`src/design/caf_pkg.sv`:
```
// caf_pkg: shared types, status codes and constants of the chunk walker
// no dependencies; compile first
`default_nettype none

package caf_pkg;

  localparam int unsigned SIZE_BITS_DEF = 48;
  localparam int unsigned CFG_W         = 48;
  localparam int unsigned FSZ_W         = 48;
  localparam int unsigned SHIFT_W       = 64;

  localparam logic [CFG_W-1:0] MAX_FILE_SIZE_RST = 48'd2199023255551;

  localparam int unsigned SIG_LEN          = 12;
  localparam int unsigned HDR_LEN          = 12;
  localparam int unsigned FIRST_HDR_OFFSET = 8;
  localparam int unsigned FIRST_SIZE_END   = 19;

  typedef enum logic [2:0] {
    ST_IDLE   = 3'd0,
    ST_CHECK  = 3'd1,
    ST_WALK   = 3'd2,
    ST_END    = 3'd3,
    ST_REJECT = 3'd4,
    ST_ABORT  = 3'd5
  } status_e;

  typedef struct packed {
    logic [7:0] data_byte;
    logic       start_of_file;
  } in_beat_t;

  typedef struct packed {
    logic [2:0]       status;
    logic [FSZ_W-1:0] walk_size;
  } out_beat_t;

  typedef struct packed {
    logic     valid;
    in_beat_t beat;
  } in_stage_t;

  // signature: "caff" 00 01 00 00 "desc"
  function automatic logic [7:0] sig_byte(input logic [3:0] idx);
    logic [7:0] b;
    case (idx)
      4'd0:    b = 8'h63;
      4'd1:    b = 8'h61;
      4'd2:    b = 8'h66;
      4'd3:    b = 8'h66;
      4'd4:    b = 8'h00;
      4'd5:    b = 8'h01;
      4'd6:    b = 8'h00;
      4'd7:    b = 8'h00;
      4'd8:    b = 8'h64;
      4'd9:    b = 8'h65;
      4'd10:   b = 8'h73;
      4'd11:   b = 8'h63;
      default: b = 8'h00;
    endcase
    return b;
  endfunction

endpackage

`default_nettype wire

```
`src/design/caf_stream_if.sv`:
```
// caf_stream_if: valid/ready channel carrying one payload beat
// payload type is set by the instantiating module
`default_nettype none

interface caf_stream_if #(
  parameter type payload_t = logic
) ();
  logic     valid;
  logic     ready;
  payload_t payload;

  modport source (output valid, output payload, input ready);
  modport sink   (input valid, input payload, output ready);
endinterface

`default_nettype wire

```
`src/design/caf_in_reg.sv`:
```
// caf_in_reg: input register stage of the chunk walker
// depends on caf_pkg and caf_stream_if
`default_nettype none

module caf_in_reg (
  input  wire logic           clk_i,
  input  wire logic           rst_ni,
  caf_stream_if.sink          in_i,
  input  wire logic           advance_i,
  output caf_pkg::in_stage_t  stage_o
);
  import caf_pkg::*;

  logic     valid_q, valid_d;
  in_beat_t beat_q;
  logic     take;

  assign in_i.ready = !valid_q || advance_i;
  assign take       = in_i.valid && in_i.ready;

  always_comb begin
    valid_d = valid_q;
    if (take) begin
      valid_d = 1'b1;
    end else if (advance_i) begin
      valid_d = 1'b0;
    end
  end

  always_ff @(posedge clk_i or negedge rst_ni) begin
    if (!rst_ni) begin
      valid_q <= 1'b0;
    end else begin
      valid_q <= valid_d;
    end
  end

  always_ff @(posedge clk_i) begin
    if (take) begin
      beat_q <= in_i.payload;
    end
  end

  assign stage_o = {valid_q, beat_q};

endmodule

`default_nettype wire

```
`src/design/caf_walk_core.sv`:
```
// caf_walk_core: walker state, per-byte update and result register
// depends on caf_pkg and caf_stream_if
`default_nettype none

module caf_walk_core #(
  parameter int unsigned SIZE_BITS = caf_pkg::SIZE_BITS_DEF
) (
  input  wire logic                      clk_i,
  input  wire logic                      rst_ni,
  input  wire logic                      cfg_we_i,
  input  wire logic [caf_pkg::CFG_W-1:0] cfg_wdata_i,
  input  wire caf_pkg::in_stage_t        stage_i,
  output logic                           advance_o,
  caf_stream_if.source                   out_o
);
  import caf_pkg::*;

  localparam int unsigned SUM_W = SHIFT_W + 2;
  localparam logic [SIZE_BITS-1:0] SIZE_MASK = '1;

  logic [CFG_W-1:0]     max_q;
  status_e              phase_q, phase_d;
  logic [SIZE_BITS-1:0] bp_q, bp_d;
  logic [SIZE_BITS-1:0] nho_q, nho_d;
  logic [SHIFT_W-1:0]   ss_q, ss_d;
  logic                 out_valid_q, out_valid_d;
  out_beat_t            out_q, out_d;

  status_e              phase_c;
  logic [SIZE_BITS-1:0] bp_c, nho_c;
  logic [SHIFT_W-1:0]   ss_c;
  logic [7:0]           b;
  logic                 active;
  logic [SUM_W-1:0]     sum;
  logic [SIZE_BITS-1:0] sum_sat;
  logic [SIZE_BITS:0]   hdr_last;
  logic [SHIFT_W-1:0]   max_ext;
  logic [SIZE_BITS-1:0] fsz;

  assign advance_o = stage_i.valid && (!out_valid_q || out_o.ready);
  assign b         = stage_i.beat.data_byte;

  // restart on start flag
  always_comb begin
    phase_c = phase_q;
    bp_c    = bp_q;
    nho_c   = nho_q;
    ss_c    = ss_q;
    if (stage_i.beat.start_of_file) begin
      phase_c = ST_CHECK;
      bp_c    = '0;
      nho_c   = SIZE_BITS'(FIRST_HDR_OFFSET);
      ss_c    = '0;
    end
  end

  assign active   = (phase_c == ST_CHECK) || (phase_c == ST_WALK);
  assign ss_d     = active ? {ss_c[SHIFT_W-9:0], b} : ss_c;
  assign max_ext  = SHIFT_W'(max_q);
  assign sum      = SUM_W'(nho_c) + SUM_W'(ss_d) + SUM_W'(HDR_LEN);
  assign sum_sat  = (sum[SUM_W-1:SIZE_BITS] != '0) ? SIZE_MASK : sum[SIZE_BITS-1:0];
  assign hdr_last = {1'b0, nho_c} + (SIZE_BITS+1)'(HDR_LEN - 1);

  always_comb begin
    phase_d = phase_c;
    nho_d   = nho_c;
    bp_d    = bp_c;
    if (phase_c == ST_CHECK) begin
      if (bp_c < SIZE_BITS'(SIG_LEN)) begin
        if (b != sig_byte(bp_c[3:0])) begin
          phase_d = ST_REJECT;
        end
      end else if (bp_c == SIZE_BITS'(FIRST_SIZE_END)) begin
        if (ss_d >= max_ext) begin
          phase_d = ST_REJECT;
        end else begin
          nho_d   = sum_sat;
          phase_d = ST_WALK;
        end
      end
    end else if (phase_c == ST_WALK && nho_c != SIZE_MASK) begin
      if (bp_c == nho_c && b == 8'h00) begin
        nho_d   = (bp_c != '0) ? bp_c - SIZE_BITS'(1) : '0;
        phase_d = ST_END;
      end else if ({1'b0, bp_c} == hdr_last) begin
        if (ss_d > max_ext) begin
          phase_d = ST_ABORT;
        end else begin
          nho_d = sum_sat;
        end
      end
    end
    if (active && bp_c != SIZE_MASK) begin
      bp_d = bp_c + SIZE_BITS'(1);
    end
  end

  assign fsz = (phase_d == ST_IDLE || phase_d == ST_REJECT) ? '0 : nho_d;

  always_comb begin
    out_d.status    = phase_d;
    out_d.walk_size = FSZ_W'(fsz);
  end

  always_comb begin
    out_valid_d = out_valid_q;
    if (advance_o) begin
      out_valid_d = 1'b1;
    end else if (out_o.ready) begin
      out_valid_d = 1'b0;
    end
  end

  always_ff @(posedge clk_i or negedge rst_ni) begin
    if (!rst_ni) begin
      max_q       <= MAX_FILE_SIZE_RST;
      phase_q     <= ST_IDLE;
      bp_q        <= '0;
      nho_q       <= SIZE_BITS'(FIRST_HDR_OFFSET);
      ss_q        <= '0;
      out_valid_q <= 1'b0;
    end else begin
      if (cfg_we_i) begin
        max_q <= cfg_wdata_i;
      end
      if (advance_o) begin
        phase_q <= phase_d;
        bp_q    <= bp_d;
        nho_q   <= nho_d;
        ss_q    <= ss_d;
      end
      out_valid_q <= out_valid_d;
    end
  end

  always_ff @(posedge clk_i) begin
    if (advance_o) begin
      out_q <= out_d;
    end
  end

  assign out_o.valid   = out_valid_q;
  assign out_o.payload = out_q;

endmodule

`default_nettype wire

```
`src/design/caf_chunk_walk_size_finder.sv`:
```
// caf_chunk_walk_size_finder: top level of the chunk walker
// depends on caf_pkg, caf_stream_if, caf_in_reg and caf_walk_core
//
// Takes one file byte per beat and returns one result beat per byte: the walk
// status and the offset of the next chunk header (final size once the end is
// found). Throughput is one byte per clock while the result side is not stalled;
// each byte passes the input register and the result register, and the whole
// per-byte update (signature compare, 64-bit size shift, one saturating add and
// the header compares) sits between them. The user must write the size limit
// register via cfg_we_i while no byte is in flight; the block does not check.
`default_nettype none

module caf_chunk_walk_size_finder #(
  parameter int unsigned SIZE_BITS = caf_pkg::SIZE_BITS_DEF
) (
  input  wire logic                      clk_i,
  input  wire logic                      rst_ni,
  input  wire logic                      cfg_we_i,
  input  wire logic [caf_pkg::CFG_W-1:0] cfg_wdata_i,
  caf_stream_if.sink                     in_i,
  caf_stream_if.source                   out_o
);
  import caf_pkg::*;

  in_stage_t stage;
  logic      advance;

  caf_in_reg u_in_reg (
    .clk_i     (clk_i),
    .rst_ni    (rst_ni),
    .in_i      (in_i),
    .advance_i (advance),
    .stage_o   (stage)
  );

  caf_walk_core #(
    .SIZE_BITS (SIZE_BITS)
  ) u_core (
    .clk_i       (clk_i),
    .rst_ni      (rst_ni),
    .cfg_we_i    (cfg_we_i),
    .cfg_wdata_i (cfg_wdata_i),
    .stage_i     (stage),
    .advance_o   (advance),
    .out_o       (out_o)
  );

endmodule

`default_nettype wire

```
`src/flat_wrapper.sv`:
```
// flat-port wrapper written by rule: the top's interface ports become plain ports
module caf_chunk_walk_size_finder_flat import caf_pkg::*;
#(
  parameter int unsigned SIZE_BITS = caf_pkg::SIZE_BITS_DEF
)
  (clk_i, rst_ni, cfg_we_i, cfg_wdata_i, in_i_valid, in_i_payload, in_i_ready, out_o_valid, out_o_payload, out_o_ready);
  caf_stream_if #(.payload_t(in_beat_t)) in_i_i ();
  caf_stream_if #(.payload_t(out_beat_t)) out_o_i ();
  input  wire logic clk_i;
  input  wire logic rst_ni;
  input  wire logic cfg_we_i;
  input  wire logic [caf_pkg::CFG_W-1:0] cfg_wdata_i;
  input wire logic [$bits(in_i_i.valid)-1:0] in_i_valid;
  input wire logic [$bits(in_i_i.payload)-1:0] in_i_payload;
  output wire logic [$bits(in_i_i.ready)-1:0] in_i_ready;
  output wire logic [$bits(out_o_i.valid)-1:0] out_o_valid;
  output wire logic [$bits(out_o_i.payload)-1:0] out_o_payload;
  input wire logic [$bits(out_o_i.ready)-1:0] out_o_ready;
  assign in_i_i.valid = in_i_valid;
  assign in_i_i.payload = in_i_payload;
  assign in_i_ready = in_i_i.ready;
  assign out_o_valid = out_o_i.valid;
  assign out_o_payload = out_o_i.payload;
  assign out_o_i.ready = out_o_ready;
  caf_chunk_walk_size_finder #(.SIZE_BITS(SIZE_BITS)) u_core (.clk_i(clk_i), .rst_ni(rst_ni), .cfg_we_i(cfg_we_i), .cfg_wdata_i(cfg_wdata_i), .in_i(in_i_i), .out_o(out_o_i));
endmodule
```
`config.mk`:
```
export PLATFORM = sky130hd
export DESIGN_NAME = caf_chunk_walk_size_finder_flat
export DESIGN_NICKNAME = d
export VERILOG_FILES = /design/src/design/caf_pkg.sv /design/src/design/caf_stream_if.sv /design/src/design/caf_in_reg.sv /design/src/design/caf_walk_core.sv /design/src/design/caf_chunk_walk_size_finder.sv /design/src/flat_wrapper.sv
export SDC_FILE = /design/constraint.sdc
export NUM_CORES = 1
export LEC_CHECK = 0
export ABC_AREA = 1
export ABC_CLOCK_PERIOD_IN_PS = 6300
export BUFFER_PORTS_ARGS = -buffer_cell sky130_fd_sc_hd__buf_2
export CAP_MARGIN = 30
export CORE_ASPECT_RATIO = 1.2
export CORE_MARGIN = 8
export CORE_UTILIZATION = 51
export CTS_BUF_LIST = sky130_fd_sc_hd__clkbuf_4 sky130_fd_sc_hd__clkbuf_8
export DETAILED_ROUTE_END_ITERATION = 10
export GPL_TIMING_DRIVEN = 1
export PLACE_DENSITY = 0.68
export SYNTH_ARGS = -nofsm -noshare
export SYNTH_HDL_FRONTEND = slang
export SYNTH_SLANG_ARGS = --single-unit
```
`constraint.sdc`:
```
create_clock -name clk_i -period 6.3 [get_ports clk_i]
set_clock_uncertainty 0.15 [all_clocks]
set_input_delay 0.315 -clock clk_i [delete_from_list [all_inputs] [get_ports clk_i]]
set_output_delay 0.315 -clock clk_i [all_outputs]
set_load 0.02 [all_outputs]
```
======== Word level (Yosys, flattened, before mapping) ========
Memory sizes are Yosys's and may differ from the RTL's.
Index checks and enable logic that the tools add are counted.
storage, ports and cells
  register bits after elaboration ......... 273
  ROM bits ................................ 96
  input bits .............................. 62
  word-level logic and storage cells ...... 77
  memories kept ........................... 1
memory list
  memory            words  bits a word  rd ports  clocked after Yosys merged registers in  wr ports  line           source
  (name not given)  16     6            1         0                                        0         caf_pkg.sv:46  case (idx)
operators by class
  $add $sub $neg .......................... 5
  order comparisons ....................... 3
  equal/unequal tests ..................... 9
  multiplexer cells ....................... 31
  reductions and logical operators ........ 17
operators by type and width
  operator                                                                        count
  48-bit 2-to-1 mux                                                               13
  64-bit 2-to-1 mux                                                               2
  48-bit != test (second input constant)                                          2
  65-bit by 4-bit adder with 66-bit output (second input constant)                1
  48-bit by 64-bit adder with 65-bit output                                       1
  64-bit by 48-bit >= comparator with 1-bit output                                1
  64-bit by 48-bit greater-than comparator with 1-bit output                      1
  48-bit by 4-bit adder with 49-bit output (second input constant)                1
  48-bit by 49-bit equality test with 1-bit output                                1
  48-bit by 1-bit adder with 48-bit output (second input constant)                1
  48-bit equality test                                                            1
  48-bit by 5-bit equality test with 1-bit output (second input constant)         1
  48-bit by 4-bit less-than comparator with 1-bit output (second input constant)  1
  48-bit nonzero test                                                             1
  48-bit by 1-bit subtractor with 48-bit output (second input constant)           1
  3-bit 2-to-1 mux                                                                10
  18-bit nonzero test                                                             1
  8-bit 2-to-1 mux                                                                2
  8-bit zero test                                                                 1
  8-bit != test                                                                   1
  1-bit logical AND                                                               5
  1-bit logical OR                                                                4
  1-bit 2-to-1 mux                                                                4
  2-bit nonzero test                                                              2
  5 further kinds                                                                 6

======== Depth between registers and ports, before layout ========
  depth after elaboration ................. 13
  depth in mapped cells ................... 40

======== Hierarchy ========
From an unflattened synthesis, not the netlist that was laid out.
second synthesis, totals
  cells, all modules ...................... 4114
  area, all modules ....................... 25853.5 um2
modules (own cells, without submodules)
  module         times used  cells each  area an instance (um2)  seq. area each (um2)
  caf_walk_core  1           4098        25530.7                 6889.1
  caf_in_reg     1           16          322.8                   295.3

======== Worst setup path after synthesis ========
No wires, ideal clock.
  path kind ............................... reg-to-reg
  start ................................... register u_core.u_in_reg.beat_q, in the netlist u_core.u_in_reg.stage_o[0]
  end ..................................... register u_core.u_core.out_q, in the netlist u_core.u_core.out_o.payload[0] (data pin)
  setup time .............................. 0.249 ns
  arrival time ............................ 4.538 ns
  data required time ...................... 5.901 ns
  setup slack ............................. 1.363 ns
  cell stages (with the launch flop) ...... 34
  period minus slack after synthesis ...... 4.937 ns
  path through ............................ edfxtp_1 -> buf_6 -> inv_4 -> buf_8 -> nand2_2 -> nand3_4 -> nand2_2 -> inv_1 -> clkbuf_1 -> clkbuf_1 -> nand2_1 -> o21ai_0 -> ha_1 -> ha_1 -> fa_1 -> nand3_1 -> nand3_1 -> a21oi_1 -> inv_1 -> nand2_1 -> nand3_1 -> nand2_1 -> nand2_1 -> nand2_1 -> nand2_1 -> nand2_1 -> nand4_1 -> nor2_1 -> nand3_2 -> buf_2 -> o21ai_0 -> nand3_1 -> nand2_1 -> inv_1
between the ends
  cells in the longest elaborated chain, start to end .. 13
RTL lines
  element                                                                                                                  line                  source
  start: declaration                                                                                                       caf_in_reg.sv:15      in_beat_t beat_q;
  start signal: assignment                                                                                                 caf_in_reg.sv:40      beat_q <= in_i.payload;
  3-bit 2-to-1 mux                                                                                                         caf_walk_core.sv:49   if (stage_i.beat.start_of_file) begin
  3-bit by 1-bit equality test with 1-bit output / 3-bit by 2-bit equality test with 1-bit output (equally long branches)  caf_walk_core.sv:57   assign active = (phase_c == ST_CHECK) || (phase_c == ST_WALK);
  1-bit logical OR                                                                                                         caf_walk_core.sv:57
  64-bit 2-to-1 mux *                                                                                                      caf_walk_core.sv:58   assign ss_d = active ? {ss_c[SHIFT_W-9:0], b} : ss_c;
  named net u_core.u_core.ss_d[1]                                                                                          caf_walk_core.sv:25   logic [SHIFT_W-1:0] ss_q, ss_d;
  48-bit by 64-bit adder with 65-bit output                                                                                caf_walk_core.sv:60   assign sum = SUM_W'(nho_c) + SUM_W'(ss_d) + SUM_W'(HDR_LEN);
  65-bit by 4-bit adder with 66-bit output                                                                                 caf_walk_core.sv:60
  18-bit nonzero test                                                                                                      caf_walk_core.sv:61   assign sum_sat = (sum[SUM_W-1:SIZE_BITS] != '0) ? SIZE_MASK : sum[SIZE_BITS-1:0];
  48-bit 2-to-1 mux                                                                                                        caf_walk_core.sv:61
  48-bit 2-to-1 mux                                                                                                        caf_walk_core.sv:86   if (ss_d > max_ext) begin
  48-bit 2-to-1 mux                                                                                                        caf_walk_core.sv:85   end else if ({1'b0, bp_c} == hdr_last) begin
  48-bit 2-to-1 mux                                                                                                        caf_walk_core.sv:82   if (bp_c == nho_c && b == 8'h00) begin
  48-bit 2-to-1 mux                                                                                                        caf_walk_core.sv:81   end else if (phase_c == ST_WALK && nho_c != SIZE_MASK) begin
  48-bit 2-to-1 mux                                                                                                        caf_walk_core.sv:68   if (phase_c == ST_CHECK) begin
  end signal: assignment                                                                                                   caf_walk_core.sv:138  out_q <= out_d;
  end: declaration                                                                                                         caf_walk_core.sv:27   out_beat_t out_q, out_d;
The timed path passes the listed nets; every way through them passes the cells marked *. The select of a mux whose other input is x is not followed.
A chain may end at the register's enable or synchronous reset.

======== Worst setup path after layout ========
  start ................................... register u_core.u_in_reg.beat_q, in the netlist u_core.u_in_reg.stage_o[0]
  end ..................................... register u_core.u_core.out_q, in the netlist u_core.u_core.out_o.payload[19] (data pin)
The elaborated chain is that of the path after synthesis.

==> results.json <==
{
  "vias_per_cell": 5.72,
  "p_per_area_mw_per_mm2": 229,
  "maxCapViolCount": 0,
  "synth_area_per_cell_sq_um": 6.29,
  "internal_power_w": 0.00373,
  "die_w_um": 221,
  "swShare_pct": 43.4,
  "drt-wirelength-per-cell_um": 22.4,
  "synth_edf_count": 60,
  "start_util_pct": 51.3,
  "cp.required_ns": 6.57,
  "seq_area_frac_synth_pct": 27.9,
  "hpwl_mm": 88.2,
  "yosysTopAreaCellShare_pct": 18.4,
  "syn_to_final_growth_pct": 11.7,
  "route.detailed.drc": 0,
  "rsz0062_at_grt": "false",
  "final_util_pct": 57.4,
  "row_count": 90,
  "crit_family": "simple AND/OR/NAND/NOR gates",
  "finalInstanceArea_sq_mm": 0.0287,
  "synth_ff_type": "dfrtp_1",
  "path_max_fanout": 74,
  "final_common_cell": "nand2_1",
  "final_hold_viol_count": 0,
  "worstSetupPathType": "reg2reg",
  "syn-cell-area_sq_mm": 0.0257,
  "ys_types": 66,
  "dr.pass1.iters": 6,
  "first_iter_violations": 3309,
  "setup_tns_ns": 0,
  "maxSlewHeadroom_pct": 23.5,
  "arrival_ns": 6.26,
  "status": "finished, final reports clean",
  "clkPwrFrac_pct": 29.0,
  "critPathLaunchType": "flop",
  "dieArea_sq_mm": 0.0579,
  "root_buffer": "clkbuf_8",
  "grt_max_degree": 109,
  "seq_power_share_pct": 32.4,
  "cts.htree.levels": 2,
  "syn_nets": 4309,
  "vias": 28400,
  "critPathSlowestCell": "o21ai_0",
  "power_frac_comb_pct": 38.6,
  "worst_slack_ns": 0.311,
  "cp_common_cell": "nand2_1",
  "worstSkewPairLatency_ns": 0.70,
  "portBuffers": 114,
  "crit_path_max_incr_delay_ns": 0.72,
  "cp_num_buf_inv": 4,
  "worstMarginPinSlew_ns": 1.13,
  "postSynthCellCount": 4093,
  "layout_common_cells": "1258 x nand2_1, 596 x inv_1, 533 x nor2_1",
  "period_needed_ns": 5.99,
  "postRouteAntennaNets": 0,
  "drv_slew": 0,
  "vdd_drop_max_mv": 0.368,
  "ys_ff_latch": 273,
  "synth_top_cells_by_area": "nand2_1 18%, dfrtp_1 17%, inv_1 8.7%, nor2_1 7.8%, ha_1 7.4%",
  "io_pins": 115,
  "core_area_sq_mm": 0.0501,
  "overflow": 0,
  "end_kind": "flop",
  "clk_pin_slew_ns": 0.06,
  "grt_pass1_wl_mm": 166,
  "clock.fmax_ghz": 0.167,
  "antenna_found_initial": 4,
  "clockBufferDepth": 3,
  "period_share_pct": 95.1,
  "grt_usage_pct": 37.5,
  "synthArstFlopShare_pct": 78.0,
  "place_ws_ns": 0.425,
  "placed_area_sq_mm": 0.0270,
  "synth_warnings": 0,
  "reg2reg_slack_ns": 0.31,
  "chipHeight_um": 262,
  "power.switching_w": 0.00286,
  "netlist.top_cell.by_area": "nand2_1",
  "hold_class": "in2async",
  "drive_gt1_share_pct": 9.97,
  "setup_viol": 0,
  "leakagePower_nw": 14.6,
  "gp_congestion": 1.05,
  "wl_mm": 111,
  "grt_pass1_vias": 26900,
  "cts_buffers": 51,
  "finalNetCount": 4485,
  "cts_tree": "built",
  "cts.sinks": 273
}
cell usage after synthesis (7+ instances only):
master	n
nand2_1	1259
nand3_1	235
nor2_2	28
buf_1	7
buf_2	19
inv_2	8
nand3b_1	9
buf_6	16
xor2_1	89
nand2_2	34
nor3_1	63
dfrtp_1	171
dfstp_2	42
nor2_4	9
o21ai_1	16
o21bai_1	10
or2_2	7
a31oi_1	11
nand3_2	16
clkbuf_1	57
xnor2_1	44
nand4_1	82
a21oi_1	167
nor4_1	22
nor2_1	533
inv_1	596
ha_1	153
o21ai_0	268
edfxtp_1	60
per-stage QoR:
step           hold slack [ns]  power [W]  cells
2_1_floorplan           -0.131    0.00372   4093
3_3_place_gp             0.255    0.00457   4797
3_5_place_dp             0.258    0.00458   4797
4_1_cts                  0.123    0.00652   4955
5_1_grt                  0.187    0.00686   4957
6_report                 0.118    0.00659   4958
layout make-up:
| cell class | instances | area (sq um) |
|---|---|---|
| well taps | 644 | 806 |
| diodes | 2 | 5.00 |
| inverters | 610 | 2300 |
| fillers | 5197 | 21400 |
| flip-flops and latches | 273 | 7180 |
| repair buffers | 227 | 1670 |
| clock inverters | 19 | 143 |
| clock buffers | 77 | 960 |
| multi-input cells | 3106 | 15700 |
per-layer routing:
| layer | up-vias | routed length (um) | share of wire (%) | global-route usage, % |
|---|---|---|---|---|
| met1 | 13100 | 45200 | 41 | 48.0 |
| met4 | 0 | 7040 | 6.3 | 20.3 |
| met5 | - | 0 | 0 | 0 |
| met2 | 1584 | 48100 | 43 | 59.2 |
| li1 | 13300 | - | - | - |
| met3 | 349 | 10700 | 9.6 | 7.72 |
cells by family (layout without fill, tap and decap cells):
logic type               Yosys count  after routing  synth area share [%]
AO/OA/AOI/OAI                    492            492                  9.95
XOR/XNOR                         137            137                  4.88
adder cells (fa/ha/maj)          154            154                  7.52
buffers and inverters            714            933                  11.2
flip-flops                       273            273                  27.9
multiplexers                       1              1                0.0438
other                              0              2                     0
AND/OR/NAND/NOR                 2322           2322                  38.5
path summary, 6_finish.rpt:
kind,from,endpoint,depth (start not counted)
worst max register to register,u_core.u_in_reg.stage_o[0]$_DFFE_PP_,u_core.u_core.out_o.payload[19]$_SDFFCE_PP0P_,26
worst max-delay path,u_core.u_in_reg.stage_o[0]$_DFFE_PP_,u_core.u_core.out_o.payload[19]$_SDFFCE_PP0P_,26
max in group asynchronous,rst_ni,u_core.u_core.bp_q[10]$_DFFE_PN0P_,3
worst min register to register,u_core.u_core.ss_q[60]$_DFFE_PN0P_,u_core.u_core.ss_q[60]$_DFFE_PN0P_,2
min in group clk_i,cfg_we_i,u_core.u_core.max_q[3]$_DFFE_PN1P_,4
worst min-delay path,rst_ni,u_core.u_core.max_q[45]$_DFFE_PN0P_,2
power by group through the flow:
stage / Clock (W) / Sequential (W) / Combinational, W
2_1_floorplan: 0 / 0.00216 / 0.00156
3_3_place_gp: 0 / 0.00215 / 0.00241
3_5_place_dp: 0 / 0.00215 / 0.00242
4_1_cts: 0.00193 / 0.00212 / 0.00247
5_1_grt: 0.00199 / 0.00214 / 0.00273
6_report: 0.00191 / 0.00213 / 0.00254
state kept, by name (all words and copies together) (netlist names), 3 cells and up:
register,flops
u_core.u_core.ss_q,64
u_core.u_core.out_o.payload,51
u_core.u_core.bp_q,48
u_core.u_core.max_q,48
u_core.u_core.nho_q,48
u_core.u_in_reg.stage_o,9
u_core.u_core.phase_q,3
repair_timing:
| item | CTS | global route |
|---|---|---|
| setup endpoints to repair | 0 | 30 |
| hold endpoints to repair | 130 | 0 |
| hold buffers | 62 | 0 |
| setup buffers | 0 | 0 |
| resized for setup | 0 | 3 |
Note: power is estimated with default switching activity, not from simulation.
